**src/sv/tsb_pkg.sv**
```systemverilog
package tsb_pkg;

    // configuration register indexes
    localparam int CFG_IDX_W = 2;
    typedef logic [CFG_IDX_W-1:0] cfg_idx_t;
    localparam cfg_idx_t CFG_TICK_RATE        = 2'd0;
    localparam cfg_idx_t CFG_TICK_NANOSECONDS = 2'd1;
    localparam cfg_idx_t CFG_UNIX_BASE        = 2'd2;

    localparam int CFG_DATA_W = 34;

    // field widths
    localparam int RATE_W = 21;
    localparam int NS_W   = 30;
    localparam int SEC_W  = 32;
    localparam int BOOT_W = 34;
    localparam int UNIX_W = 35;
    localparam int WAKE_W = 16;

    localparam logic [RATE_W-1:0] TICK_RATE_RST = 21'd1000;
    localparam logic [NS_W-1:0]   TICK_NS_RST   = 30'd1000000;
    localparam logic [31:0]       NS_PER_SEC    = 32'd1000000000;

    // operation codes
    typedef logic [1:0] op_code_t;
    localparam op_code_t OP_TICK   = 2'd0;
    localparam op_code_t OP_ARM    = 2'd1;
    localparam op_code_t OP_CANCEL = 2'd2;

    typedef struct packed {
        op_code_t          operation;
        logic [3:0]        slot;
        logic [SEC_W-1:0]  sleep_seconds;
        logic [NS_W-1:0]   sleep_nanoseconds;
    } in_item_t;

    typedef struct packed {
        logic [WAKE_W-1:0] wake_mask;
        logic              second_pulse;
        logic [BOOT_W-1:0] seconds_since_boot;
        logic [UNIX_W-1:0] unix_seconds;
    } out_item_t;

    // remaining sleep time of one slot
    typedef struct packed {
        logic [SEC_W-1:0] seconds;
        logic [NS_W-1:0]  nanoseconds;
    } slot_time_t;

    typedef struct packed {
        logic       expired;
        slot_time_t remaining;
    } cd_result_t;

    typedef enum logic [1:0] {
        ST_IDLE,
        ST_SWEEP,
        ST_FIN
    } tsb_state_t;

endpackage

```
**src/sv/tsb_slot_mem.sv**
```systemverilog
module tsb_slot_mem #(
    parameter int DEPTH = 16,
    parameter int AW    = 4
) (
    input  logic                clk,
    input  logic                we,
    input  logic [AW-1:0]       waddr,
    input  tsb_pkg::slot_time_t wdata,
    input  logic                re,
    input  logic [AW-1:0]       raddr,
    output tsb_pkg::slot_time_t rdata
);

    tsb_pkg::slot_time_t mem [DEPTH];
    tsb_pkg::slot_time_t rdata_reg;

    always_ff @(posedge clk)
    begin
        if (we)
        begin
            mem[waddr] <= wdata;
        end
    end

    always_ff @(posedge clk)
    begin
        if (re)
        begin
            rdata_reg <= mem[raddr];
        end
    end

    assign rdata = rdata_reg;

endmodule

```
**src/sv/tsb_countdown.sv**
```systemverilog
module tsb_countdown (
    input  tsb_pkg::slot_time_t         cur,
    input  logic [tsb_pkg::NS_W-1:0]    dec,
    output tsb_pkg::cd_result_t         res
);

    logic [tsb_pkg::NS_W:0] ns_diff;
    logic [31:0]            borrow_ns;

    // ns - dec, sign bit says the nanoseconds fall short
    assign ns_diff = {1'b0, cur.nanoseconds} - {1'b0, dec};
    // one second borrowed: 1e9 - (dec - ns), negative means beyond a second
    assign borrow_ns = {2'b00, cur.nanoseconds} + tsb_pkg::NS_PER_SEC - {2'b00, dec};

    always_comb
    begin
        res.expired   = 1'b0;
        res.remaining = cur;
        if (!ns_diff[tsb_pkg::NS_W])
        begin
            res.remaining.nanoseconds = ns_diff[tsb_pkg::NS_W-1:0];
        end
        else if (cur.seconds == '0)
        begin
            res.expired               = 1'b1;
            res.remaining.nanoseconds = '0;
        end
        else
        begin
            res.remaining.seconds     = cur.seconds - 32'd1;
            res.remaining.nanoseconds = borrow_ns[31] ? '0 : borrow_ns[tsb_pkg::NS_W-1:0];
        end
    end

endmodule

```
**src/sv/tick_sleep_timer_bank.sv**
```systemverilog
// Tick unit with a bank of SLOTS sleep countdown timers. Every input item
// gives exactly one result item. A tick item advances the prescaler, bumps
// the seconds counters once tick_rate ticks have gone by, and walks every
// slot of the timer memory subtracting tick_nanoseconds from armed slots;
// slots that run out are disarmed and flagged in wake_mask (slots sixteen
// and up expire silently). A tick holds off new items until it has swept
// every slot and passed the finish state; the sweep runs through the single
// read port of the slot time memory, one slot a cycle, with write-back in the
// cycle after the read. Arm and cancel items go straight to the finish state.
// A finished result waits in an output register, so the next item is taken
// while the previous result is still pending. Slot times are undefined until
// armed; the armed bits are flip-flops cleared by reset. Configuration
// writes must only be issued while the block is idle.
module tick_sleep_timer_bank #(
    parameter int SLOTS = 16
) (
    input  logic                              clk,
    input  logic                              rst_n,
    input  logic                              in_valid,
    output logic                              in_ready,
    input  tsb_pkg::in_item_t                 in_data,
    output logic                              out_valid,
    input  logic                              out_ready,
    output tsb_pkg::out_item_t                out_data,
    input  logic                              cfg_we,
    input  tsb_pkg::cfg_idx_t                 cfg_index,
    input  logic [tsb_pkg::CFG_DATA_W-1:0]    cfg_data
);

    localparam int SLOT_W = (SLOTS > 1) ? $clog2(SLOTS) : 1;
    localparam int CNT_W  = $clog2(SLOTS + 1);

    // configuration registers
    logic [tsb_pkg::RATE_W-1:0] tick_rate_reg;
    logic [tsb_pkg::NS_W-1:0]   tick_ns_reg;
    logic [tsb_pkg::BOOT_W-1:0] unix_base_reg;

    always_ff @(posedge clk or negedge rst_n)
    begin
        if (!rst_n)
        begin
            tick_rate_reg <= tsb_pkg::TICK_RATE_RST;
            tick_ns_reg   <= tsb_pkg::TICK_NS_RST;
            unix_base_reg <= '0;
        end
        else if (cfg_we)
        begin
            unique case (cfg_index)
                tsb_pkg::CFG_TICK_RATE:
                begin
                    tick_rate_reg <= cfg_data[tsb_pkg::RATE_W-1:0];
                end
                tsb_pkg::CFG_TICK_NANOSECONDS:
                begin
                    tick_ns_reg <= cfg_data[tsb_pkg::NS_W-1:0];
                end
                tsb_pkg::CFG_UNIX_BASE:
                begin
                    unix_base_reg <= cfg_data[tsb_pkg::BOOT_W-1:0];
                end
                default:
                begin
                    // unused index, write dropped
                end
            endcase
        end
    end

    // control and counter state
    tsb_pkg::tsb_state_t         state_reg, state_next;
    logic [CNT_W-1:0]            rd_cnt_reg, rd_cnt_next;
    logic                        p_vld_reg, p_vld_next;
    logic [SLOT_W-1:0]           p_idx_reg, p_idx_next;
    logic [SLOTS-1:0]            armed_reg, armed_next;
    logic [tsb_pkg::RATE_W-1:0]  tick_cnt_reg, tick_cnt_next;
    logic [tsb_pkg::BOOT_W-1:0]  elapsed_reg, elapsed_next;
    logic [tsb_pkg::WAKE_W-1:0]  wake_reg, wake_next;
    logic                        pulse_reg, pulse_next;
    logic                        out_valid_reg, out_valid_next;
    tsb_pkg::out_item_t          out_data_reg, out_data_next;

    // memory port signals
    logic                        mem_we;
    logic [SLOT_W-1:0]           mem_waddr;
    tsb_pkg::slot_time_t         mem_wdata;
    logic                        mem_re;
    tsb_pkg::slot_time_t         mem_rdata;
    tsb_pkg::cd_result_t         cd_res;

    logic                        in_accept;
    logic                        slot_in_range;
    logic [SLOT_W-1:0]           in_slot_idx;
    logic [tsb_pkg::RATE_W-1:0]  tick_inc;
    logic                        issue;

    assign in_ready      = (state_reg == tsb_pkg::ST_IDLE);
    assign in_accept     = in_valid && in_ready;
    assign slot_in_range = (32'(in_data.slot) < SLOTS);
    assign in_slot_idx   = SLOT_W'(in_data.slot);
    assign tick_inc      = tick_cnt_reg + 21'd1;
    assign issue         = (state_reg == tsb_pkg::ST_SWEEP) && (rd_cnt_reg < CNT_W'(SLOTS));
    assign mem_re        = issue;

    tsb_slot_mem #(
        .DEPTH (SLOTS),
        .AW    (SLOT_W)
    ) u_slot_mem (
        .clk   (clk),
        .we    (mem_we),
        .waddr (mem_waddr),
        .wdata (mem_wdata),
        .re    (mem_re),
        .raddr (rd_cnt_reg[SLOT_W-1:0]),
        .rdata (mem_rdata)
    );

    tsb_countdown u_countdown (
        .cur (mem_rdata),
        .dec (tick_ns_reg),
        .res (cd_res)
    );

    always_comb
    begin
        state_next     = state_reg;
        rd_cnt_next    = rd_cnt_reg;
        p_vld_next     = 1'b0;
        p_idx_next     = p_idx_reg;
        armed_next     = armed_reg;
        tick_cnt_next  = tick_cnt_reg;
        elapsed_next   = elapsed_reg;
        wake_next      = wake_reg;
        pulse_next     = pulse_reg;
        out_valid_next = out_valid_reg;
        out_data_next  = out_data_reg;
        mem_we         = 1'b0;
        mem_waddr      = in_slot_idx;
        mem_wdata      = '{seconds: in_data.sleep_seconds,
                           nanoseconds: in_data.sleep_nanoseconds};

        // result taken downstream
        if (out_valid_reg && out_ready)
        begin
            out_valid_next = 1'b0;
        end

        unique case (state_reg)
            tsb_pkg::ST_IDLE:
            begin
                if (in_accept)
                begin
                    wake_next  = '0;
                    pulse_next = 1'b0;
                    state_next = tsb_pkg::ST_FIN;
                    case (in_data.operation)
                        tsb_pkg::OP_TICK:
                        begin
                            // prescaler; a rate below the count completes at once
                            if (tick_inc >= tick_rate_reg)
                            begin
                                tick_cnt_next = '0;
                                elapsed_next  = elapsed_reg + 34'd1;
                                pulse_next    = 1'b1;
                            end
                            else
                            begin
                                tick_cnt_next = tick_inc;
                            end
                            rd_cnt_next = '0;
                            state_next  = tsb_pkg::ST_SWEEP;
                        end
                        tsb_pkg::OP_ARM:
                        begin
                            if (slot_in_range)
                            begin
                                mem_we                  = 1'b1;
                                armed_next[in_slot_idx] = 1'b1;
                            end
                        end
                        tsb_pkg::OP_CANCEL:
                        begin
                            if (slot_in_range)
                            begin
                                armed_next[in_slot_idx] = 1'b0;
                            end
                        end
                        default:
                        begin
                            // unused operation: report only
                        end
                    endcase
                end
            end

            tsb_pkg::ST_SWEEP:
            begin
                // read stage: one slot address a cycle
                if (issue)
                begin
                    rd_cnt_next = rd_cnt_reg + CNT_W'(1);
                    p_vld_next  = 1'b1;
                    p_idx_next  = rd_cnt_reg[SLOT_W-1:0];
                end
                else
                begin
                    state_next = tsb_pkg::ST_FIN;
                end
                // update stage: count down the slot read last cycle
                if (p_vld_reg && armed_reg[p_idx_reg])
                begin
                    mem_we    = 1'b1;
                    mem_waddr = p_idx_reg;
                    mem_wdata = cd_res.remaining;
                    if (cd_res.expired)
                    begin
                        armed_next[p_idx_reg] = 1'b0;
                        // slots past the mask width shift out
                        wake_next = wake_reg | (tsb_pkg::WAKE_W'(1) << p_idx_reg);
                    end
                end
            end

            tsb_pkg::ST_FIN:
            begin
                if (!out_valid_reg || out_ready)
                begin
                    out_valid_next                   = 1'b1;
                    out_data_next.wake_mask          = wake_reg;
                    out_data_next.second_pulse       = pulse_reg;
                    out_data_next.seconds_since_boot = elapsed_reg;
                    out_data_next.unix_seconds       = tsb_pkg::UNIX_W'(unix_base_reg)
                                                     + tsb_pkg::UNIX_W'(elapsed_reg);
                    state_next                       = tsb_pkg::ST_IDLE;
                end
            end

            default:
            begin
                state_next = tsb_pkg::ST_IDLE;
            end
        endcase
    end

    always_ff @(posedge clk or negedge rst_n)
    begin
        if (!rst_n)
        begin
            state_reg     <= tsb_pkg::ST_IDLE;
            rd_cnt_reg    <= '0;
            p_vld_reg     <= 1'b0;
            armed_reg     <= '0;
            tick_cnt_reg  <= '0;
            elapsed_reg   <= '0;
            out_valid_reg <= 1'b0;
        end
        else
        begin
            state_reg     <= state_next;
            rd_cnt_reg    <= rd_cnt_next;
            p_vld_reg     <= p_vld_next;
            armed_reg     <= armed_next;
            tick_cnt_reg  <= tick_cnt_next;
            elapsed_reg   <= elapsed_next;
            out_valid_reg <= out_valid_next;
        end
    end

    // payload registers
    always_ff @(posedge clk)
    begin
        p_idx_reg    <= p_idx_next;
        wake_reg     <= wake_next;
        pulse_reg    <= pulse_next;
        out_data_reg <= out_data_next;
    end

    assign out_valid = out_valid_reg;
    assign out_data  = out_data_reg;

`ifndef SYNTH
    // sweep counter never runs past the bank
    a_cnt_bound: assert property (@(posedge clk) disable iff (!rst_n)
        rd_cnt_reg <= CNT_W'(SLOTS))
        else $error("sweep counter past slot count");

    // a tick starts a sweep from slot zero
    a_tick_sweep: assert property (@(posedge clk) disable iff (!rst_n)
        (in_accept && in_data.operation == tsb_pkg::OP_TICK) |=>
        (state_reg == tsb_pkg::ST_SWEEP && rd_cnt_reg == '0))
        else $error("tick did not start sweep");

    // update stage only active inside a sweep
    a_pvld_sweep: assert property (@(posedge clk) disable iff (!rst_n)
        p_vld_reg |-> state_reg == tsb_pkg::ST_SWEEP)
        else $error("update stage outside sweep");

    // an accepted arm leaves its slot armed
    a_arm_set: assert property (@(posedge clk) disable iff (!rst_n)
        (in_accept && in_data.operation == tsb_pkg::OP_ARM && slot_in_range) |=>
        armed_reg[$past(in_slot_idx)])
        else $error("arm did not set armed bit");

    // a new result only comes out of the finish state
    a_out_from_fin: assert property (@(posedge clk) disable iff (!rst_n)
        $rose(out_valid_reg) |-> $past(state_reg == tsb_pkg::ST_FIN))
        else $error("result loaded outside finish state");
`endif

endmodule
```
**config.mk**
```make
export PLATFORM = sky130hd
export DESIGN_NAME = tick_sleep_timer_bank
export DESIGN_NICKNAME = d
export VERILOG_FILES = /design/src/sv/tsb_pkg.sv /design/src/sv/tsb_slot_mem.sv /design/src/sv/tsb_countdown.sv /design/src/sv/tick_sleep_timer_bank.sv
export SDC_FILE = /design/constraint.sdc
export NUM_CORES = 2
export LEC_CHECK = 0
export ABC_AREA = 1
export BUFFER_PORTS_ARGS = -buffer_cell sky130_fd_sc_hd__buf_2
export CAP_MARGIN = 10
export CELL_PAD_IN_SITES_DETAIL_PLACEMENT = 1
export CELL_PAD_IN_SITES_GLOBAL_PLACEMENT = 2
export CORE_MARGIN = 2
export CORE_UTILIZATION = 40
export CTS_CLUSTER_DIAMETER = 200
export DETAILED_ROUTE_END_ITERATION = 7
export MAX_ROUTING_LAYER = met4
export PLACE_DENSITY = 0.79
export REMOVE_ABC_BUFFERS = 1
export SLEW_MARGIN = 20
export SYNTH_ARGS = -nofsm -noshare
export SYNTH_HDL_FRONTEND = slang
export SYNTH_HIERARCHICAL = 1
export SYNTH_SLANG_ARGS = --single-unit
```
**constraint.sdc**
```tcl
create_clock -name clk -period 5.9 [get_ports clk]
set_input_delay 1.18 -clock clk [delete_from_list [all_inputs] [get_ports clk]]
set_output_delay 1.18 -clock clk [all_outputs]
set_load 0.02 [all_outputs]
```
==> results.py <==
metrics = {
    "detailed_routing": {
        "wl_um": 217400,
        "vias": 50080,
        "drc_errors": 0,
        "detail-route-antenna-nets": 0,
        "routedWlPerCell_um": 22.49,
        "drt_iter0_drc": 3031,
        "first_pass_iters": 6,
        "vias_per_cell": 5.181,
    },
    "grt": {
        "grt_overflow": 0,
        "antenna_found_initial": 3,
        "grt_usage_pct": 26.40,
        "grt_first_pass_wirelength_um": 325700,
        "grt_max_degree": 168,
        "grt_pass1_vias": 51860,
    },
    "clock_network": {
        "cts_buffers": 152,
        "clkSlewWorstSetupHoldPaths_ps": 60,
        "root_buffer": "clkbuf_16",
        "htreeDepth": 4,
        "cts_tree": "done",
        "postCtsHoldBufs": 0,
        "cts_sinks": 1326,
        "clockBufferDepth": 3,
        "insertion_delay_ps": 830,
        "cts-resized-gates": 0,
        "cts_setup_buffers": 0,
    },
    "power": {
        "comb_power_share_pct": 30.9,
        "peakVddDrop_v": 0.0003314,
        "clkPwrFrac_pct": 31.2,
        "sequentialPowerShare_pct": 37.9,
        "switchingPower_mw": 11.26,
        "intPower_mw": 19.03,
        "switching_share_pct": 37.18,
        "p_leak_nw": 32.96,
        "p_per_area_nw_per_um2": 405.7,
    },
    "sta": {
        "setup_viol": 0,
        "grt_setup_unrepaired": "false",
        "worst_slew_pin_slew_ps": 1101,
        "slew_violations": 0,
        "skew_ps": 38.31,
        "hold_viol_final": 0,
        "min_period_ps": 4513,
        "slew-limit-headroom_pct": 26.37,
        "fin_crit_sh_pct": 76.49,
        "setup_ws_ps": 1387,
        "setup_tns_ps": 0,
        "whs_ps": 410.0,
        "fmaxAchievable_mhz": 221.6,
    },
    "synthesis": {
        "yosysSeqAreaShare_pct": 58.78,
        "synthesis.area_sq_um": 66370,
        "synth.avg_cell_area_sq_um": 9.218,
        "yosysUniqueCellTypes": 58,
        "yosysWarnings": 6,
        "synth_cells": 7200,
        "ys_ff_latch": 1326,
    },
    "die": {
        "start_util_pct": 40.27,
        "die_w_um": 411.3,
        "io_pins": 197,
        "dieHeight_um": 411.3,
        "core_sq_um": 164800,
        "die-area_sq_um": 169200,
        "rows": 149,
    },
    "layout": {
        "largest_register_ffs": 992,
        "syn_to_final_growth_pct": 12.49,
        "fin_cells": 9666,
        "drive_above_1_share_pct": 9.898,
        "finalNetCount": 7578,
    },
    "place": {
        "pre_cts_ws_ps": 1337,
        "post-dp-hpwl_um": 138100,
        "dpl.cell_count": 9391,
        "port_buffers": 196,
        "place.gp.congestion": 0.9254,
    },
    "worst_setup_path": {
        "cp-end-kind": "flip-flop",
        "required_ps": 6430,
        "slowest_stage": "inv_2",
        "critPathMaxStageDelay_ps": 750,
        "setup.worst_path.start_class": "flip-flop",
        "crit_buf_inv": 6,
        "cpMostUsedCell": "nand2_2",
        "path_cells": "inv_1, ha_1, inv_1, fa_1, nand3_1, clkinv_2, nor2_4, o21ai_4, nand2_2, nand2_2, nand2_2, nand2_2, inv_2, buf_4, nand3_1, o21ai_1, inv_1, o21ai_2",
        "critPathTopFamily": "buffers and inverters",
        "critical_path_peak_fanout": 38,
        "crit_arrival_ps": 5040,
        "criticalPathCategory": "reg -> reg",
    },
    "flow_run": {
        "drv_cap": 0,
    },
    "outcome": {
        "status": "complete, no violations",
    },
    "worst_hold_path": {
        "hold_path_class": "in -> async",
    },
}
final timing paths:
| check | startpoint | end | slack (ps) | cells past startpoint |
|---|---|---|---|---|
| worst max-delay path | u_slot_mem/rdata[0]$_DFFE_PP_ | u_slot_mem/mem[4][55]$_DFFE_PP_ | 1390 | 18 |
| worst min-delay path | rst_n | elapsed_reg[28]$_DFFE_PN0P_ | 410 | 1 |
| worst max register to register | u_slot_mem/rdata[0]$_DFFE_PP_ | u_slot_mem/mem[4][55]$_DFFE_PP_ | 1390 | 18 |
| worst min register to register | pulse_reg$_SDFFCE_PN0P_ | out_data[69]$_DFFE_PP_ | 430 | 0 |
| max in group asynchronous | rst_n | rd_cnt_reg[1]$_DFFE_PN0P_ | 4130 | 2 |
| min in group clk | pulse_reg$_SDFFCE_PN0P_ | out_data[69]$_DFFE_PP_ | 430 | 0 |
layer usage:
| layer | track usage [%] | share of wire [%] | up-vias |
|---|---|---|---|
| met5 | - | 0 | - |
| met4 | 7.497 | 2.5 | 0 |
| met3 | 2.959 | 4.0 | 317 |
| met2 | 44.42 | 49 | 1074 |
| met1 | 33.67 | 44 | 25090 |
| li1 | - | - | 23600 |
kinds of logic after synthesis:
group,share of synthesized area [%]
adders and majority gates,2.153
xor gates and xnor gates,1.829
buffers and inverters,9.053
muxes,0.06786
AOI/OAI and AO/OA,3.603
and+or+nand+nor,24.52
DFF,58.78
cell usage in the layout (no fill, tap or decap), types with 9 or more instances in the layout:
master,count
buf_4,57
nand2_2,13
clkbuf_1,30
a21oi_2,11
buf_12,29
dfstp_2,13
nand3b_1,25
xor2_1,104
o22ai_1,16
nor2_2,9
ha_1,111
clkbuf_16,155
inv_1,1165
o21ai_1,25
inv_2,14
nand2_4,63
a21oi_1,105
nand4_1,54
o21ai_0,138
nand3_1,943
bufinv_16,15
clkinv_1,30
nor3_1,41
nor2_1,298
xnor2_1,29
clkinv_2,26
buf_2,195
edfxtp_1,1161
nand2_1,2261
dfrtp_1,148
o21ai_2,66
nor2_4,23
through the flow:
stage,utilization [%],area (sq um),power (mW)
after CTS,45.30,74650,30.54
final,45.30,74660,30.29
after detailed placement,42.31,69720,21.00
after floorplan,-,64800,18.52
after global routing,45.30,74660,31.84
after global placement,42.31,69720,20.92
synth_stat cells (all sizes together):
| cell | count | area share, % |
|---|---|---|
| a211oi | 1 | 0.011 |
| and3 | 3 | 0.028 |
| xnor2 | 31 | 0.43 |
| a21o | 8 | 0.090 |
| clkbuf | 56 | 0.32 |
| and2 | 5 | 0.047 |
| nand4 | 55 | 0.53 |
| o21ai | 230 | 2.1 |
| nand3b | 25 | 0.28 |
| a21boi | 3 | 0.034 |
| xor2 | 105 | 1.4 |
| a21oi | 116 | 0.94 |
| inv | 1183 | 6.7 |
| nand3 | 948 | 7.2 |
| nor3 | 44 | 0.35 |
| o21a | 5 | 0.057 |
| or2 | 4 | 0.038 |
| mux2 | 4 | 0.068 |
| nor4 | 9 | 0.094 |
| dfstp | 13 | 0.51 |
| buf | 224 | 2.0 |
| o22ai | 16 | 0.15 |
| nor3b | 1 | 0.011 |
| edfxtp | 1161 | 53 |
| nor2 | 331 | 2.0 |
| a31oi | 3 | 0.028 |
| a31o | 1 | 0.013 |
| fa | 2 | 0.060 |
| clkinv | 1 | 0.0075 |
| o21bai | 8 | 0.090 |
| nand2 | 2337 | 14 |
| o211ai | 4 | 0.066 |
| dfrtp | 152 | 5.7 |
| ha | 111 | 2.1 |
power groups by stage:
stage | clock network, mW | logic [mW] | registers (mW)
global placement | 0 | 9.26 | 11.7
detailed placement | 0 | 9.33 | 11.7
floorplan | 0 | 6.36 | 12.2
finish | 9.46 | 9.35 | 11.5
CTS | 9.66 | 9.39 | 11.5
global route | 9.99 | 10.3 | 11.5
final cells by class:
type | instances | area, sq um
fill | 18820 | 90140
sequential | 1326 | 39020
multi-input combinational | 4410 | 21510
inverter | 1184 | 4468
clock buffer | 185 | 3991
tap | 2189 | 2739
timing repair buffer | 282 | 1996
clock inverter | 89 | 933.4
antenna | 1 | 2.502
Note: power is estimated with default switching activity, not from simulation.
